--- src/rtl/tlf_pkg.sv ---
// shared constants and types for the text line folder
`default_nettype none

package tlf_pkg;

    // word store depth default
    localparam int WORD_DEPTH_DEF = 32;

    // line width register
    localparam logic [7:0] LINE_WIDTH_RST = 8'd80;
    localparam logic [7:0] LINE_WIDTH_MIN = 8'd8;

    // special characters
    localparam logic [7:0] CH_SPACE  = 8'd32;
    localparam logic [7:0] CH_TAB    = 8'd9;
    localparam logic [7:0] CH_NL     = 8'd10;
    localparam logic [7:0] CH_HYPHEN = 8'd45;

    // tab stops fall on multiples of this
    localparam logic [7:0] TAB_STEP = 8'd8;

    // request to the shared column unit
    typedef struct packed {
        logic       tab_base;   // round column down to a tab stop first
        logic [7:0] addend;
    } t_col_op;

    // answer from the shared column unit
    typedef struct packed {
        logic [8:0] sum;
        logic       gt_w;       // sum above the line width
        logic       ge_w;       // sum at or above the line width
    } t_col_res;

endpackage

`default_nettype wire

--- src/rtl/tlf_if.sv ---
// valid/ready channel interfaces for input and output items
`default_nettype none

interface tlf_in_if;
    logic       valid;
    logic       ready;
    logic [7:0] char_in;

    modport source (output valid, output char_in, input ready);
    modport sink   (input valid, input char_in, output ready);
endinterface

interface tlf_out_if;
    logic       valid;
    logic       ready;
    logic [7:0] char_out;
    logic       last;
    logic       word_truncated;

    modport source (output valid, output char_out, output last, output word_truncated,
                     input ready);
    modport sink   (input valid, input char_out, input last, input word_truncated,
                     output ready);
endinterface

`default_nettype wire

--- src/rtl/tlf_word_mem.sv ---
// word store: one write port, one registered read port
`default_nettype none

module tlf_word_mem #(
    parameter int DEPTH = tlf_pkg::WORD_DEPTH_DEF
) (
    input  wire logic                     i_clk,
    input  wire logic                     i_we,
    input  wire logic [$clog2(DEPTH)-1:0] i_waddr,
    input  wire logic [7:0]               i_wdata,
    input  wire logic [$clog2(DEPTH)-1:0] i_raddr,
    output logic      [7:0]               o_rdata
);

    logic [7:0] r_mem [DEPTH];
    logic [7:0] r_rdata;

    // write and registered read
    always_ff @(posedge i_clk) begin
        if (i_we) begin
            r_mem[i_waddr] <= i_wdata;
        end
        r_rdata <= r_mem[i_raddr];
    end

    assign o_rdata = r_rdata;

endmodule

`default_nettype wire

--- src/rtl/tlf_col_unit.sv ---
// shared column adder and line width comparator
`default_nettype none

module tlf_col_unit (
    input  wire logic [7:0]      i_col,
    input  wire logic [7:0]      i_width,
    input  wire tlf_pkg::t_col_op i_op,
    output tlf_pkg::t_col_res    o_res
);

    logic [7:0] base;
    logic [8:0] sum;

    // base column, optionally snapped down to a tab stop
    always_comb begin
        if (i_op.tab_base) begin
            base = i_col & ~(tlf_pkg::TAB_STEP - 8'd1);
        end else begin
            base = i_col;
        end
        sum = {1'b0, base} + {1'b0, i_op.addend};
    end

    // compare against the line width
    assign o_res.sum  = sum;
    assign o_res.gt_w = (sum > {1'b0, i_width});
    assign o_res.ge_w = (sum >= {1'b0, i_width});

endmodule

`default_nettype wire

--- src/rtl/text_line_folder.sv ---
// text line folder top level: word gathering and flush sequencer
//
// Input items arrive on i_in (one text byte each), output items leave on
// o_out (one byte each, with last and word_truncated). Bytes other than
// space, tab and newline are written to the word store, one per cycle
// while it has room (later ones are dropped and set word_truncated), and
// give no output item. A delimiter starts a flush: the sequencer walks
// the store one byte per cycle through the registered read port,
// inserting a wrap newline or hyphen/newline/hyphen breaks, then sends
// the delimiter and possibly a trailing newline, paced by the single
// column adder/comparator and the output register. An accepted delimiter
// sets r_state; the first flush state then loads the output register.
// i_in.ready is low for the whole flush. When the receiver stalls, the
// sequencer holds in place until the output register frees up.
// The line width is written through i_cfg_we/i_cfg_wdata; write it only
// while idle, as the block itself does not enforce this; values below 8
// are taken as 8. Synchronous active-low reset returns to idle with an
// empty word, column 0 and a line width of 80; the store contents are
// not cleared, only its length.
`default_nettype none

module text_line_folder #(
    parameter int WORD_DEPTH = tlf_pkg::WORD_DEPTH_DEF
) (
    input  wire logic       i_clk,
    input  wire logic       i_rst_n,
    tlf_in_if.sink          i_in,
    tlf_out_if.source       o_out,
    input  wire logic       i_cfg_we,
    input  wire logic [7:0] i_cfg_wdata
);

    localparam int AW = $clog2(WORD_DEPTH);
    localparam int LW = $clog2(WORD_DEPTH + 1);

    typedef enum logic [2:0] {
        S_IDLE,
        S_NL_PRE,
        S_WORD,
        S_SPLIT,
        S_BRK_NL,
        S_BRK_HY,
        S_DELIM,
        S_NL_POST
    } t_state;

    t_state     r_state, n_state;
    logic [LW-1:0] r_len, n_len;
    logic [LW-1:0] r_idx, n_idx;
    logic [7:0] r_col, n_col;
    logic       r_ovf, n_ovf;
    logic       r_flag, n_flag;
    logic [7:0] r_delim, n_delim;
    logic [7:0] r_width;

    logic       r_ov;
    logic [7:0] r_och;
    logic       r_olast;
    logic       r_otr;

    logic       slot;
    logic       in_acc;
    logic       is_delim;
    logic       emit;
    logic [7:0] e_ch;
    logic       e_last;
    logic       mem_we;
    logic [7:0] rd_data;
    logic [7:0] len_ext;
    logic [LW-1:0] idx_inc;

    tlf_pkg::t_col_op  col_op;
    tlf_pkg::t_col_res col_res;

    // word store
    tlf_word_mem #(
        .DEPTH (WORD_DEPTH)
    ) u_mem (
        .i_clk   (i_clk),
        .i_we    (mem_we),
        .i_waddr (r_len[AW-1:0]),
        .i_wdata (i_in.char_in),
        .i_raddr (n_idx[AW-1:0]),
        .o_rdata (rd_data)
    );

    // shared column arithmetic
    tlf_col_unit u_col (
        .i_col   (r_col),
        .i_width (r_width),
        .i_op    (col_op),
        .o_res   (col_res)
    );

    // handshake helpers
    assign slot     = !r_ov || o_out.ready;
    assign in_acc   = i_in.valid && (r_state == S_IDLE);
    assign is_delim = (i_in.char_in == tlf_pkg::CH_SPACE) ||
                      (i_in.char_in == tlf_pkg::CH_TAB) ||
                      (i_in.char_in == tlf_pkg::CH_NL);
    assign len_ext  = 8'(r_len);
    assign idx_inc  = r_idx + LW'(1);

    // flush sequencer
    always_comb begin
        n_state = r_state;
        n_len   = r_len;
        n_idx   = r_idx;
        n_col   = r_col;
        n_ovf   = r_ovf;
        n_flag  = r_flag;
        n_delim = r_delim;
        emit    = 1'b0;
        e_ch    = tlf_pkg::CH_NL;
        e_last  = 1'b0;
        mem_we  = 1'b0;
        col_op  = '{tab_base: 1'b0, addend: 8'd1};
        case (r_state)
            S_IDLE: begin
                col_op.addend = len_ext;
                if (in_acc) begin
                    if (!is_delim) begin
                        if (r_len < LW'(WORD_DEPTH)) begin
                            mem_we = 1'b1;
                            n_len  = r_len + LW'(1);
                        end else begin
                            n_ovf = 1'b1;
                        end
                    end else begin
                        n_delim = i_in.char_in;
                        n_flag  = r_ovf;
                        n_ovf   = 1'b0;
                        n_idx   = '0;
                        if (len_ext >= r_width) begin
                            n_state = S_SPLIT;
                        end else if (col_res.gt_w) begin
                            n_state = S_NL_PRE;
                        end else if (r_len == '0) begin
                            n_state = S_DELIM;
                        end else begin
                            n_state = S_WORD;
                        end
                    end
                end
            end
            S_NL_PRE: begin
                if (slot) begin
                    emit  = 1'b1;
                    e_ch  = tlf_pkg::CH_NL;
                    n_col = 8'd0;
                    if (r_len == '0) begin
                        n_state = S_DELIM;
                    end else begin
                        n_state = S_WORD;
                    end
                end
            end
            S_WORD: begin
                if (slot) begin
                    emit  = 1'b1;
                    e_ch  = rd_data;
                    n_col = col_res.sum[7:0];
                    n_idx = idx_inc;
                    if (idx_inc == r_len) begin
                        n_state = S_DELIM;
                    end
                end
            end
            S_SPLIT: begin
                if (slot) begin
                    emit = 1'b1;
                    if (!col_res.gt_w) begin
                        e_ch  = rd_data;
                        n_col = col_res.sum[7:0];
                        n_idx = idx_inc;
                        if (idx_inc == r_len) begin
                            n_state = S_DELIM;
                        end
                    end else begin
                        e_ch    = tlf_pkg::CH_HYPHEN;
                        n_state = S_BRK_NL;
                    end
                end
            end
            S_BRK_NL: begin
                if (slot) begin
                    emit    = 1'b1;
                    e_ch    = tlf_pkg::CH_NL;
                    n_state = S_BRK_HY;
                end
            end
            S_BRK_HY: begin
                if (slot) begin
                    emit    = 1'b1;
                    e_ch    = tlf_pkg::CH_HYPHEN;
                    n_col   = 8'd1;
                    n_state = S_SPLIT;
                end
            end
            S_DELIM: begin
                col_op.tab_base = (r_delim == tlf_pkg::CH_TAB);
                col_op.addend   = (r_delim == tlf_pkg::CH_TAB) ? tlf_pkg::TAB_STEP : 8'd1;
                if (slot) begin
                    emit  = 1'b1;
                    e_ch  = r_delim;
                    n_len = '0;
                    if (r_delim == tlf_pkg::CH_NL) begin
                        n_col   = 8'd0;
                        e_last  = 1'b1;
                        n_state = S_IDLE;
                    end else if (col_res.ge_w) begin
                        n_col   = 8'd0;
                        n_state = S_NL_POST;
                    end else begin
                        n_col   = col_res.sum[7:0];
                        e_last  = 1'b1;
                        n_state = S_IDLE;
                    end
                end
            end
            S_NL_POST: begin
                if (slot) begin
                    emit    = 1'b1;
                    e_ch    = tlf_pkg::CH_NL;
                    e_last  = 1'b1;
                    n_state = S_IDLE;
                end
            end
            default: begin
                n_state = S_IDLE;
            end
        endcase
    end

    // state, configuration and output register
    always_ff @(posedge i_clk) begin
        if (!i_rst_n) begin
            r_state <= S_IDLE;
            r_len   <= '0;
            r_idx   <= '0;
            r_col   <= 8'd0;
            r_ovf   <= 1'b0;
            r_flag  <= 1'b0;
            r_width <= tlf_pkg::LINE_WIDTH_RST;
            r_ov    <= 1'b0;
        end else begin
            r_state <= n_state;
            r_len   <= n_len;
            r_idx   <= n_idx;
            r_col   <= n_col;
            r_ovf   <= n_ovf;
            r_flag  <= n_flag;
            if (i_cfg_we) begin
                r_width <= (i_cfg_wdata < tlf_pkg::LINE_WIDTH_MIN) ?
                           tlf_pkg::LINE_WIDTH_MIN : i_cfg_wdata;
            end
            if (emit) begin
                r_ov <= 1'b1;
            end else if (o_out.ready) begin
                r_ov <= 1'b0;
            end
        end
        r_delim <= n_delim;
        if (emit) begin
            r_och   <= e_ch;
            r_olast <= e_last;
            r_otr   <= r_flag;
        end
    end

    // port drive
    assign i_in.ready           = (r_state == S_IDLE);
    assign o_out.valid          = r_ov;
    assign o_out.char_out       = r_och;
    assign o_out.last           = r_olast;
    assign o_out.word_truncated = r_otr;

endmodule

`default_nettype wire

--- src/flat_wrapper.sv ---
// flat-port wrapper written by rule: the top's interface ports become plain ports
module text_line_folder_flat 
#(
    parameter int WORD_DEPTH = tlf_pkg::WORD_DEPTH_DEF
)
  (i_clk, i_rst_n, i_cfg_we, i_cfg_wdata, i_in_valid, i_in_char_in, i_in_ready, o_out_valid, o_out_char_out, o_out_last, o_out_word_truncated, o_out_ready);
  tlf_in_if i_in_i ();
  tlf_out_if o_out_i ();
  input  wire logic i_clk;
  input  wire logic i_rst_n;
  input  wire logic i_cfg_we;
  input  wire logic [7:0] i_cfg_wdata;
  input wire logic [$bits(i_in_i.valid)-1:0] i_in_valid;
  input wire logic [$bits(i_in_i.char_in)-1:0] i_in_char_in;
  output wire logic [$bits(i_in_i.ready)-1:0] i_in_ready;
  output wire logic [$bits(o_out_i.valid)-1:0] o_out_valid;
  output wire logic [$bits(o_out_i.char_out)-1:0] o_out_char_out;
  output wire logic [$bits(o_out_i.last)-1:0] o_out_last;
  output wire logic [$bits(o_out_i.word_truncated)-1:0] o_out_word_truncated;
  input wire logic [$bits(o_out_i.ready)-1:0] o_out_ready;
  assign i_in_i.valid = i_in_valid;
  assign i_in_i.char_in = i_in_char_in;
  assign i_in_ready = i_in_i.ready;
  assign o_out_valid = o_out_i.valid;
  assign o_out_char_out = o_out_i.char_out;
  assign o_out_last = o_out_i.last;
  assign o_out_word_truncated = o_out_i.word_truncated;
  assign o_out_i.ready = o_out_ready;
  text_line_folder #(.WORD_DEPTH(WORD_DEPTH)) u_core (.i_clk(i_clk), .i_rst_n(i_rst_n), .i_in(i_in_i), .o_out(o_out_i), .i_cfg_we(i_cfg_we), .i_cfg_wdata(i_cfg_wdata));
endmodule
--- config.mk ---
export PLATFORM = sky130hd
export DESIGN_NAME = text_line_folder_flat
export DESIGN_NICKNAME = d
export VERILOG_FILES = /design/src/rtl/tlf_pkg.sv /design/src/rtl/tlf_if.sv /design/src/rtl/tlf_word_mem.sv /design/src/rtl/tlf_col_unit.sv /design/src/rtl/text_line_folder.sv /design/src/flat_wrapper.sv
export SDC_FILE = /design/constraint.sdc
export NUM_CORES = 1
export LEC_CHECK = 0
export BUFFER_PORTS_ARGS = -buffer_cell sky130_fd_sc_hd__buf_2
export CAP_MARGIN = 30
export CORE_MARGIN = 2
export CORE_UTILIZATION = 40
export CTS_CLUSTER_SIZE = 40
export DETAILED_ROUTE_END_ITERATION = 12
export GPL_ROUTABILITY_DRIVEN = 0
export PLACE_DENSITY = 0.54
export SYNTH_ARGS = -nofsm -noshare
export SYNTH_HDL_FRONTEND = slang
export SYNTH_SLANG_ARGS = --single-unit
--- constraint.sdc ---
create_clock -name i_clk -period 5.4 [get_ports i_clk]
set_input_delay 0.54 -clock i_clk [delete_from_list [all_inputs] [get_ports i_clk]]
set_output_delay 0.54 -clock i_clk [all_outputs]
set_load 0.02 [all_outputs]
* Word level (Yosys, flattened, before mapping)
Memory sizes are Yosys's and may differ from the RTL's. A register that Yosys moved wholly into a read port is not among the register bits.
Cells that the tools add are included.
** Word-level totals
- Register bits :: 52
- Bits in writable memories :: 256
- Bits of input ports :: 21
- Output and inout port bits :: 12
- Word-level logic and storage cells :: 130
- Memories :: 1
** Memory list
- u_core.u_mem.r_mem :: depth 32, bits a word 8, rd ports 1, clocked after memory_dff 1, wr ports 1, RTL line tlf_word_mem.sv:15 : logic [7:0] r_mem [DEPTH];
** Operators by class
- Add/sub/neg operators :: 3
- Magnitude comparators :: 5
- Equal/unequal tests :: 26
- Multiplexer cells :: 64
- Reductions and logical operators :: 18
** Operators by type and width (count)
- two-way mux 8 bit :: 13
- two-way mux 6 bit :: 10
- two-way mux 3 bit :: 17
- case mux 8 bit (5 select lines) :: 1
- == test 8 x 4 -> 1 bit (second input constant) :: 4
- case mux 8 bit (4 select lines) :: 1
- case mux 3 bit (8 select lines) :: 1
- inequality test 2 x 1 -> 1 bit (second input constant) :: 11
- case mux 6 bit (3 select lines) :: 1
- two-way mux 1 bit :: 16
- case mux 8 bit (2 select lines) :: 1
- adder 6 x 1 -> 6 bit (second input constant) :: 2
- == test 3 bit (second input constant) :: 4
- case mux 6 bit (2 select lines) :: 1
- adder 8 x 8 -> 9 bit :: 1
- >= comparator 9 x 8 -> 1 bit :: 1
- greater-than comparator 9 x 8 -> 1 bit :: 1
- AND reduction 9 bit :: 1
- == test 8 x 6 -> 1 bit (second input constant) :: 1
- >= comparator 6 x 8 -> 1 bit :: 1
- less-than comparator 8 x 4 -> 1 bit (second input constant) :: 1
- AND reduction 7 bit :: 1
- OR reduction 7 bit :: 1
- == test 3 x 2 -> 1 bit (second input constant) :: 2
- 17 further kinds :: 22

* Depth between registers and ports, before layout
Gate-level depths: netlist of run 1.
- Word-level depth :: 10
- Gate-level depth with buffers :: 28

* Hierarchy
From an unflattened synthesis of run 1, not the netlist that was laid out.
** Unflattened totals
- Cells, all modules :: 802
- Area total of the unflattened synthesis :: 13416.6 um^2
** Modules (own cells, without submodules)
- tlf_word_mem :: instances 1, cells each 417, area an instance 10053.4 um^2, sequential area each 7847.5 um^2
- text_line_folder :: instances 1, cells each 314, area an instance 2824.0 um^2, sequential area each 1221.2 um^2
- tlf_col_unit :: instances 1, cells each 71, area an instance 539.3 um^2, sequential area each 0.0 um^2

* Worst setup path before layout of run 1
No wires, ideal clock.
- Kind :: register -> register
- From :: register u_core.r_delim[2]
- To :: register u_core.u_mem.r_rdata[6] (netlist: u_core.u_mem.o_rdata[6]) (read register of u_core.u_mem.r_mem)
- Setup time :: 0.088 ns
- Arrival time :: 5.402 ns
- Required time :: 5.312 ns
- Path slack :: -0.090 ns
- Stages on the path, launching flop included :: 26
- Period minus slack after synthesis :: 5.490 ns
- Cells stage by stage :: edfxtp_1 -> or4b_2 -> nor3_1 -> nand4b_1 -> a21boi_0 -> ha_1 -> inv_1 -> fa_1 -> nor2b_1 -> o31a_1 -> o21ai_0 -> nand2b_1 -> xor2_1 -> ha_1 -> a22oi_1 -> o211ai_1 -> o221a_2 -> a211oi_4 -> mux2_4 -> nand2_2 -> buf_2 -> clkbuf_1 -> nand2_1 -> a31oi_1 -> o22ai_1 -> nor4_2
** Between the ends
- Longest elaborated chain between the ends :: 8
- Elaborated cells on any way between the ends :: 10
- Those cells by class :: add/sub: 1; order compare: 1; eq/ne: 1; mux: 7
** Ends and longest elaborated chain
- start, declared :: RTL line text_line_folder.sv:53 : logic [7:0] r_delim, n_delim;
- start signal, assigned :: RTL line text_line_folder.sv:263 : r_delim <= n_delim;
- == test 8 x 4 -> 1 bit * :: RTL line text_line_folder.sv:201, text_line_folder.sv:202
- two-way mux 4 bit / two-way mux 1 bit (equally long branches) :: RTL line text_line_folder.sv:202, text_line_folder.sv:118
- case mux 8 bit (2 select lines) / two-way mux 3 bit (equally long branches) :: RTL line text_line_folder.sv:118, tlf_col_unit.sv:16
- adder 8 x 8 -> 9 bit * :: RTL line tlf_col_unit.sv:21 : sum = {1'b0, base} + {1'b0, i_op.addend};
- greater-than comparator 9 x 8 -> 1 bit * :: RTL line tlf_col_unit.sv:26 : assign o_res.gt_w = (sum > {1'b0, i_width});
- two-way mux 6 bit * :: RTL line text_line_folder.sv:172 : if (!col_res.gt_w) begin
- two-way mux 6 bit * :: RTL line text_line_folder.sv:170 : if (slot) begin
- case mux 6 bit (3 select lines) * :: RTL line text_line_folder.sv:118 : case (r_state)
- end, declared :: RTL line tlf_word_mem.sv:16 : logic [7:0] r_rdata;
Mark *: on every way between the ends. The rest lies on a longest branch, timed or not. The select of a mux whose other input is x is not followed.
A chain may end at the register's enable or synchronous reset.

* Worst setup path in the final report of run 1
- From :: register u_core.r_delim[5]
- To :: register u_core.u_mem.r_rdata[2] (netlist: u_core.u_mem.o_rdata[2]) (read register of u_core.u_mem.r_mem)
The elaborated chain is that of the path after synthesis.

==> flow_summary_export.csv, run 1 <==
group,metric,value,unit
routing,wirelength,39000,microns
timing,max_freq,173,MHz
clocking,cts.sinks,316,
clocking,path_clk_slew,0.06,ns
finish,areaGrowthSynthToFinish,23.6,%
floorplanning,start_util,40.5,%
logic_synthesis,synthFlopType,"edfxtp_1",
power_and_ir_drop,vdd_drop_max,0.275,mV
routing,dr.pass1.iters,5,
timing,finalSetupViolCount,8,
timing,worst_slew_pin_slew,0.886,ns
setup_path,crit_path_start_kind,"flop",
logic_synthesis,synth_cells,1104,
logic_synthesis,postSynthAreaPerCell,12.6,sq um
logic_synthesis,ys_ff_latch,316,
floorplanning,die_area,36300,sq um
finish,drive_above_1_share,24.4,%
setup_path,cp_num_buf_inv,2,
timing,period_share,107,%
clocking,cts_tree,"built",
global_routing,grt_overflow,0,
logic_synthesis,synth_edf_count,274,
power_and_ir_drop,p_per_area,444,nW/um^2
logic_synthesis,synth_top_area_cell,"edfxtp_1",
power_and_ir_drop,p_leak,6.11,nW
finish,diodes,0,
finish,nets,1295,
worst_hold_path,hp-class,"in2reg",
outcome,status,"finished with violations",
placed_design,dpl.hpwl,24600,microns
routing,avgViaCountPerCell,5.65,
logic_synthesis,synth_top_area_share,59.1,%
routing,ant_nets,0,
routing,drtIter0Drc,769,
setup_path,end_kind,"flop",
setup_path,arrival,6.19,ns
clocking,clockRootBuffer,"clkbuf_16",
timing,relSlewSlack,40.7,%
logic_synthesis,netlist_area,13900,sq um
finish,finalInstanceArea,17200,sq um
routing,drc_errors,0,
power_and_ir_drop,finalPower,0.00763,W
floorplanning,die_h,190,microns
clocking,htreeDepth,2,
timing,tns,-2.26,ns
placed_design,numPortBuffers,32,
global_routing,grtUsageMet2,35.0,%
placed_design,dp_slack,-0.679,ns
timing,hold_viol_final,0,
setup_path,critPathTopFamily,"simple AND/OR/NAND/NOR gates",
global_routing,grt_pass1_vias,9604,
floorplanning,die_x,190,microns
outcome,violations,"setup timing",
global_routing,antenna_found_initial,0,
clocking,clk_latency,0.52,ns
global_routing,top_usage_layer,"met2",
setup_path,cp_slowest_cell,"or4b_4",
timing,setup_ws,-0.373,ns
logic_synthesis,synth_fp_nets,1151,
global_routing,grt_use_total,21.7,%
setup_path,cp_data_required_time,5.82,ns
logic_synthesis,synth_cell_types,69,
routing,routedWlPerCell,22.6,microns
floorplanning,core_area,34400,sq um
floorplanning,rows,68,
global_routing,met1_usage,30.2,%
logic_synthesis,yosysWarnings,0,
logic_synthesis,async_flop_share,0,%
global_routing,grt_use_met3,3.83,%
job,cap_viol_max_count,0,
clocking,numCtsBuffers,35,
global_routing,grt_max_degree,37,
placed_design,placed_area,15400,sq um
timing,fin_worst_skew,0.0249,ns
timing,fin_crit,5.77,ns
floorplanning,ioPinCount,33,
timing,final_max_slew_viol_count,0,
setup_path,path_class,"reg2reg",
setup_path,max_stage_delay,0.56,ns
clocking,cts_buffer_depth,3,
routing,via_count,9763,
logic_synthesis,synth_area_leaders,"edfxtp_1, dfxtp_1, a211oi_1",
timing,rsz0062_at_grt,"yes",
logic_synthesis,synth-seq-area-share,65.2,%
setup_path,crit_chain,"or4b_4, nor3_4, nand4b_1, and2_1, ha_1, nor2b_2, o31a_1, o21ai_1, nand2b_1, xor2_1, ha_1, a22oi_1, o211ai_1, o221a_2, a211oi_4, mux2_4, nand2_8, buf_12, a211oi_2, o21bai_1, o211ai_1, buf_4, nor4b_4",
setup_path,cp_max_fo,14,
global_routing,grt_pass1_wl,59000,microns
finish,post-route-util,50.0,%
-- routing by layer --
metal	share of wire (%)	wire length, microns
met1	45	17700
met4	2.2	867
met3	5.8	2280
met5	0	0
met2	46	18100
-- kinds of logic after synthesis --
kind of cell               Yosys count  share of synthesized area (%)
DFF                                316                           65.2
buffers and inverters               89                           2.78
adders and majority gates           26                           2.39
AOI/OAI and AO/OA                  270                           13.6
xor gates and xnor gates            18                           1.13
and+or+nand+nor                    372                           13.9
muxes                               13                          0.971
-- layout by cell type, fill, tap and decap left out, drive strengths merged, types with 40 or more instances in the layout --
cell type	n
clkbuf	47
nor2	57
nand3	44
buf	171
and3	75
o21ai	40
nand2	115
a211oi	76
edfxtp	274
dfxtp	42
-- Yosys cell counts, drive strengths merged, types with 3 or more instances --
master,n
a211oi,76
a21boi,11
a21o,7
a21oi,24
a22oi,12
a31oi,32
and2,20
and3,75
buf,25
clkbuf,40
dfxtp,42
edfxtp,274
ha,25
inv,24
mux2i,12
nand2,115
nand2b,3
nand3,44
nand3b,3
nand4,4
nor2,57
nor2b,12
nor3,14
nor4,3
nor4b,8
o211ai,19
o21ai,40
o21bai,15
o22ai,12
o31a,3
or3,3
xnor2,10
xor2,8
-- state kept, by name (all words and copies together) (netlist names) --
name	flops
u_core.o_out.char_out	8
u_core.o_out.last	1
u_core.o_out.valid	1
u_core.o_out.word_truncated	1
u_core.r_col	8
u_core.r_delim	8
u_core.r_flag	1
u_core.r_idx	6
u_core.r_len	6
u_core.r_ovf	1
u_core.r_state	3
u_core.r_width	8
u_core.u_mem.o_rdata	8
u_core.u_mem.r_mem	256
-- power by group --
| group | leakage (nW) | switching [W] | internal, W | total (W) |
|---|---|---|---|---|
| registers | 2.81 | 0.0000716 | 0.00281 | 0.00288 |
| clock network | 0.494 | 0.000951 | 0.00121 | 0.00217 |
| logic | 2.80 | 0.00149 | 0.00109 | 0.00258 |
| total | 6.11 | 0.00252 | 0.00511 | 0.00763 |
-- per-stage QoR --
step | instances | hold slack, ns
after detailed placement | 1644 | 0.424
after global placement | 1644 | 0.417
after CTS | 1721 | 0.244
after global routing | 1727 | 0.262
final | 1727 | 0.262
after floorplan | 1104 | 0.408
-- final cells by class --
| type | count | area, sq um |
|---|---|---|
| well taps | 455 | 569 |
| inverters | 24 | 90.1 |
| repair buffers | 172 | 1550 |
| clock buffers | 47 | 931 |
| clock inverters | 14 | 87.6 |
| multi-input cells | 699 | 4890 |
| flip-flops and latches | 316 | 9070 |
| fillers | 3006 | 17200 |
-- worst register-to-register path: cells and delay by family (launching register included) --
kind            cells  cell delay, ns
buf+inv             2            0.36
flops               1            0.38
fa+ha+maj           2            0.62
compound gates      9            1.79
simple gates        8            1.93
mux                 1            0.42
xor+xnor            1            0.16
-- path summary, 6_finish.rpt --
| path | end | startpoint | depth (start not counted) | slack, ns |
|---|---|---|---|---|
| worst min register to register | u_core.o_out.word_truncated$_DFFE_PP_ | u_core.r_flag$_SDFFE_PN0P_ | 0 | 0.43 |
| worst min-delay path | u_core.r_width[4]$_SDFFE_PN1P_ | i_cfg_wdata[4] | 3 | 0.26 |
| worst max-delay path | u_core.u_mem.o_rdata[2]$_DFF_P_ | u_core.r_delim[5]$_DFFE_PP_ | 23 | -0.37 |
| worst max register to register | u_core.u_mem.o_rdata[2]$_DFF_P_ | u_core.r_delim[5]$_DFFE_PP_ | 23 | -0.37 |
-- repair_timing --
item	in CTS	in global routing
gates resized for setup	99	20
buffers inserted	14	6
endpoints found under the hold margin	0	0
hold buffers	0	0
endpoints found under the setup margin	8	8
cloned	5	0
pin swaps	37	15
Note: power is estimated with default switching activity, not from simulation.
==> inputs of run 2 (changes only) <==
Settings changed: CORE_MARGIN 2 to 3, SYNTH_HIERARCHICAL set to 1.
==> run 2 against run 1 <==
Compared with the run above: core utilization shrank 1.1 points; flip-flop and latch count is the same; die area shrank 1.4%; the flow still finishes with violations (setup timing); power shrank 4.4%; sequential power is essentially flat; setup slack lost 0.30 ns; via count shrank 20%; clock skew grew 0.0072 ns; clock-buffer cell count shrank 1; synthesized cell count shrank 27%.
==> flow_summary_export.csv, run 2 <==
group,metric,value,unit
outcome,status,"finished with violations",
outcome,violations,"setup timing",
setup_path,cp-startpoint,"u_core/r_delim[2]$_DFFE_PP_",
routing,wl_met1,14500,microns
finish,final_cell_mix,"edfxtp_1, mux4_2, nor2_1",
routing,dr.pass1.iters,5,
worst_hold_path,min_to,"u_core/r_width[1]$_SDFFE_PN0P_",
timing,fin_worst_skew,0.0321,ns
logic_synthesis,netlist_area,13400,sq um
clocking,path_clk_slew,0.06,ns
setup_path,cp_max_fo,6,
routing,drc_errors,0,
routing,wirelength,33200,microns
power_and_ir_drop,p_leak,5.33,nW
logic_synthesis,yosysWarnings,6,
setup_path,cp_data_required_time,5.80,ns
timing,setup_ws,-0.677,ns
global_routing,grt_overflow,0,
setup_path,end_kind,"flop",
clocking,clockRootBuffer,"clkbuf_16",
global_routing,grt_max_degree,36,
finish,areaGrowthSynthToFinish,19.5,%
placed_design,numPortBuffers,32,
worst_hold_path,hp-class,"in2reg",
worst_hold_path,hold_start,"i_cfg_wdata[1]",
setup_path,arrival,6.47,ns
placed_design,dpl.hpwl,21000,microns
floorplanning,core_area,32800,sq um
floorplanning,die_h,189,microns
finish,largest_reg_flops,256,
finish,register_area,9070,sq um
floorplanning,die_x,189,microns
floorplanning,ioPinCount,33,
setup_path,timing.rr.start,"u_core/r_delim[2]$_DFFE_PP_",
global_routing,grt_pass1_wl,50000,microns
finish,regMostFlops,"u_core/u_mem/r_mem",
floorplanning,rows,66,
clocking,cts_buffer_depth,3,
clocking,htreeDepth,2,
finish,nets,964,
global_routing,grt_use_total,18.5,%
global_routing,grt_pass1_vias,7992,
routing,via_count,7793,
clocking,cts_tree,"built",
setup_path,reg2reg_slack,-0.68,ns
job,cap_viol_max_count,0,
clocking,cts.sinks,316,
finish,drive_above_1_share,30.0,%
routing,routedWlPerCell,24.0,microns
floorplanning,die_area,35800,sq um
timing,hold_viol_final,0,
setup_path,rr_worst_depth,24,
routing,drtIter0Drc,574,
setup_path,path_class,"reg2reg",
routing,wl_met3,2020,microns
clocking,clk_latency,0.52,ns
power_and_ir_drop,p_per_area,455,nW/um^2
timing,period_share,113,%
finish,final_common_cell,"edfxtp_1",
routing,avgViaCountPerCell,5.63,
placed_design,placed_cells,1298,
clocking,hold_buffers,0,
worst_hold_path,whs_path_depth,3,
setup_path,crit_chain,"or4b_4, nor3_2, and4bb_2, nor2b_1, ha_2, fa_2, a211oi_2, o21bai_1, a21oi_1, xnor2_1, ha_1, a22oi_2, o211ai_1, o221ai_2, o21ai_4, o21ai_1, o211ai_1, o21ai_2, nand2_4, buf_12, buf_16, mux4_2, mux4_2, mux2_4",
placed_design,dp_slack,-0.889,ns
global_routing,antenna_found_initial,0,
finish,multi_input_area,4210,sq um
logic_synthesis,synth_cells,801,
timing,worst_slew_pin_slew,1.05,ns
floorplanning,start_util,40.9,%
timing,max_freq,165,MHz
timing,final_max_slew_viol_count,0,
routing,ant_nets,0,
timing,finalSetupViolCount,8,
clocking,numCtsBuffers,35,
power_and_ir_drop,vdd_drop_max,0.319,mV
timing,fin_crit,6.08,ns
setup_path,cp_slowest_cell,"or4b_4",
setup_path,crit_path_start_kind,"flop",
finish,instances_no_fill,1384,
routing,dr.max_layer_used,"met4",
logic_synthesis,postSynthAreaPerCell,16.7,sq um
finish,diodes,0,
finish,nFillCells,2740,
setup_path,max_stage_delay,0.55,ns
timing,relSlewSlack,29.8,%
routing,met2RoutedLength,16100,microns
setup_path,r2r_end,"u_core/u_mem/o_rdata[3]$_DFF_P_",
timing,rsz0062_at_grt,"yes",
run 2: changes by cell type in the layout (fill, tap and decap cells not counted), sizes merged, moves of 13 or more:
cell / change
a211oi: -74
a31oi: -24
and2: -15
and3: -71
buf: -60
mux4: +80
nand2: -91
nand3: -32
nor2: +19
o211ai: -14
o21ai: -17
o21bai: -13
run 2: worst max-delay path by stage:
stage / endpoint / slack, ns / depth (start not counted)
after global placement: u_core/u_mem/o_rdata[6]$_DFF_P_ / -0.88 / 23
after floorplan: u_core/u_mem/o_rdata[0]$_DFF_P_ / -0.25 / 25
after detailed placement: u_core/u_mem/o_rdata[6]$_DFF_P_ / -0.89 / 24
final: u_core/u_mem/o_rdata[3]$_DFF_P_ / -0.68 / 24
after global routing: u_core/u_mem/o_rdata[3]$_DFF_P_ / -0.89 / 24
after CTS: u_core/u_mem/o_rdata[0]$_DFF_P_ / -0.56 / 23
run 2: layout make-up:
class	count	area share [%]
well taps	442	3.45
repair buffers	114	6.43
flip-flops and latches	316	56.6
multi-input cells	429	26.3
clock inverters	16	1.06
inverters	21	0.492
clock buffers	46	5.72
run 2: layer usage:
metal / vias up / GRT usage (%)
met5: - / 0
met4: 0 / 4.50
met3: 48 / 3.28
met2: 288 / 30.8
met1: 4027 / 25.7
li1: 3430 / -
run 2: timing repair:
item | in CTS | in global routing
resized for setup | 21 | 3
buffers inserted | 12 | 3
gates cloned | 4 | 3
pin swaps | 8 | 1
setup endpoints to repair | 8 | 8
run 2: critical path, delay by kind of cell, from the launching register on:
family / cells / cell delay (ns)
buffers and inverters: 2 / 0.35
and+or+nand+nor: 5 / 1.24
muxes: 3 / 1.23
DFF: 1 / 0.38
xor gates and xnor gates: 1 / 0.16
AOI/OAI and AO/OA: 10 / 1.73
adders and majority gates: 3 / 0.83
run 2: metrics by stage:
stage | util, % | power [W] | area, sq um | hold slack [ns] | TNS [ns]
floorplan | - | 0.00427 | 13600 | 0.408 | -2.03
global placement | 44.2 | 0.00476 | 14500 | 0.430 | -6.55
detailed placement | 44.3 | 0.00477 | 14500 | 0.420 | -6.57
CTS | 48.5 | 0.00725 | 15900 | 0.248 | -4.16
global route | 48.9 | 0.00760 | 16000 | 0.257 | -6.88
finish | 48.9 | 0.00730 | 16000 | 0.266 | -5.18
run 2: report_power, final:
group | switching, W | internal (W)
registers | 0.0000723 | 0.00281
logic | 0.00107 | 0.00106
clock network | 0.000935 | 0.00135
==> inputs of run 3 (changes only) <==
Settings changed: BUFFER_PORTS_ARGS -buffer_cell sky130_fd_sc_hd__buf_2 to unset, DONT_BUFFER_PORTS set to 1, PLACE_DENSITY 0.54 to 0.53.
==> run 3 against run 2 <==
Compared with the run above: the flow still finishes with violations (setup timing); die area is the same; critical path type unchanged; sequential power grew 2%; global-route usage fell by 0.44 points; register-to-register slack got worse by 0.02 ns; largest cell class unchanged.
==> flow_summary_export.csv, run 3 (same netlist as run 2, synthesis figures left out) <==
group,metric,value,unit
clocking,htreeDepth,2,
placed_design,numPortBuffers,0,
timing,finalSetupViolCount,8,
global_routing,grt_pass1_vias,7787,
floorplanning,die_area,35800,sq um
floorplanning,rows,66,
finish,final_common_cell,"edfxtp_1",
clocking,numCtsBuffers,35,
setup_path,crit_chain,"or4b_4, nor3_2, and4bb_2, nor2b_1, ha_2, fa_2, a211oi_2, o21bai_1, a21oi_1, xnor2_1, ha_1, a22oi_1, o211ai_1, o221ai_2, o21ai_2, o21ai_1, o211ai_1, o21ai_2, nand2_8, buf_12, buf_12, mux4_2, mux4_2, mux2_2",
placed_design,placed_area,14500,sq um
routing,dr.pass1.iters,5,
global_routing,grt_max_degree,36,
routing,drc_errors,0,
worst_hold_path,whs_path_depth,1,
clocking,hold_buffers,0,
setup_path,cp_data_required_time,5.81,ns
clocking,clk_latency,0.52,ns
clocking,cts.sinks,316,
timing,max_freq,164,MHz
clocking,cts_tree,"built",
setup_path,cp_num_buf_inv,2,
outcome,status,"finished with violations",
timing,fin_crit,6.10,ns
floorplanning,start_util,40.9,%
finish,final_cell_mix,"edfxtp_1, mux4_2, nor2_1",
setup_path,cp_max_fo,6,
setup_path,path_class,"reg2reg",
finish,finalInstanceArea,16000,sq um
worst_hold_path,hold_start,"i_rst_n",
finish,instances_no_fill,1356,
finish,nFillCells,2764,
setup_path,cp.depth,24,
timing,final_max_slew_viol_count,0,
timing,rsz0062_at_grt,"yes",
setup_path,crit_path_start_kind,"flop",
routing,routedWlPerCell,23.5,microns
finish,drive_above_1_share,28.2,%
routing,via_count,7669,
routing,ant_nets,0,
finish,nets,935,
setup_path,end_kind,"flop",
setup_path,rr_worst_depth,24,
timing,holdWs,0.0968,ns
setup_path,critPathTopFamily,"compound AO/OA/AOI/OAI gates",
global_routing,antenna_found_initial,1,
power_and_ir_drop,p_per_area,454,nW/um^2
setup_path,cp-startpoint,"u_core/r_delim[5]$_DFFE_PP_",
timing,fin_worst_skew,0.0246,ns
clocking,path_clk_slew,0.06,ns
timing,relSlewSlack,36.0,%
floorplanning,ioPinCount,33,
job,cap_viol_max_count,0,
floorplanning,die_h,189,microns
setup_path,timing.rr.start,"u_core/r_delim[5]$_DFFE_PP_",
finish,diodes,0,
finish,regMostFlops,"u_core/u_mem/r_mem",
worst_hold_path,hp-class,"in2reg",
finish,areaGrowthSynthToFinish,19.0,%
setup_path,cp_slowest_cell,"or4b_4",
routing,avgViaCountPerCell,5.66,
finish,largest_reg_flops,256,
timing,setup_ws,-0.698,ns
routing,wirelength,31900,microns
global_routing,grt_pass1_wl,49100,microns
clocking,cts_buffer_depth,3,
placed_design,dpl.hpwl,20700,microns
power_and_ir_drop,p_leak,5.25,nW
outcome,violations,"setup timing",
setup_path,max_stage_delay,0.56,ns
setup_path,arrival,6.51,ns
floorplanning,core_area,32800,sq um
global_routing,grt_overflow,0,
power_and_ir_drop,vdd_drop_max,0.250,mV
placed_design,placed_cells,1275,
global_routing,grt_use_total,18.1,%
timing,worst_slew_pin_slew,0.956,ns
routing,drtIter0Drc,755,
timing,hold_viol_final,0,
clocking,clockRootBuffer,"clkbuf_16",
timing,period_share,113,%
floorplanning,die_x,189,microns
[run 3: cell types whose count changed in the layout (fill, tap and decap cells not counted), sizes merged]
| cell | previous run | this run |
|---|---|---|
| buf | 111 | 85 |
| clkbuf | 49 | 44 |
| clkinv | 10 | 13 |
| bufinv | 3 | 5 |
| inv | 23 | 21 |
[run 3: layout make-up]
| type | count | area, sq um | share of cell area, % |
|---|---|---|---|
| clock buffers | 44 | 910 | 5.70 |
| clock inverters | 19 | 244 | 1.53 |
| inverters | 21 | 78.8 | 0.494 |
| multi-input cells | 429 | 4220 | 26.4 |
| well taps | 442 | 553 | 3.47 |
| flip-flops and latches | 316 | 9070 | 56.8 |
| repair buffers | 85 | 883 | 5.54 |
[run 3: power breakdown]
| group | internal (W) | leakage [nW] | switching (W) | total [W] |
|---|---|---|---|---|
| sequential | 0.00281 | 2.81 | 0.000134 | 0.00295 |
| clock | 0.00144 | 0.560 | 0.000943 | 0.00239 |
| combinational | 0.000989 | 1.88 | 0.000926 | 0.00191 |
[run 3: final timing paths]
path | to | slack [ns]
worst min-delay path | u_core/r_width[6]$_SDFFE_PN1P_ | 0.1
worst min register to register | u_core/o_out.word_truncated$_DFFE_PP_ | 0.44
worst max register to register | u_core/u_mem/o_rdata[1]$_DFF_P_ | -0.70
worst max-delay path | u_core/u_mem/o_rdata[1]$_DFF_P_ | -0.70
[run 3: through the flow]
stage / total power [W] / setup TNS (ns) / utilization [%] / worst slack (ns)
6_report: 0.00725 / -5.37 / 48.7 / -0.698
5_1_grt: 0.00758 / -7.56 / 48.7 / -0.966
4_1_cts: 0.00732 / -5.08 / 48.6 / -0.666
3_5_place_dp: 0.00474 / -6.42 / 44.2 / -0.872
3_3_place_gp: 0.00473 / -6.41 / 44.1 / -0.883
2_1_floorplan: 0.00427 / -2.03 / - / -0.254
[run 3: what timing repair did]
action / CTS / global route
endpoints found under the setup margin: 8 / 8
pin swaps: 18 / 13
setup buffers: 14 / 1
resized for setup: 26 / 2
cloned: 3 / 0
[run 3: worst register-to-register path: cells and delay by family (launching register included)]
family / cells / cell delay, ns
mux: 3 / 1.28
compound gates: 10 / 1.89
flops: 1 / 0.38
xor+xnor: 1 / 0.17
fa+ha+maj: 3 / 0.84
buf+inv: 2 / 0.32
simple gates: 5 / 1.11
[run 3: layer usage]
layer	wire [microns]	track usage, %	vias up
met5	12	0	-
met4	543	3.90	2
met3	2200	3.55	45
met2	15600	30.2	311
met1	13500	24.9	3940
li1	-	-	3371
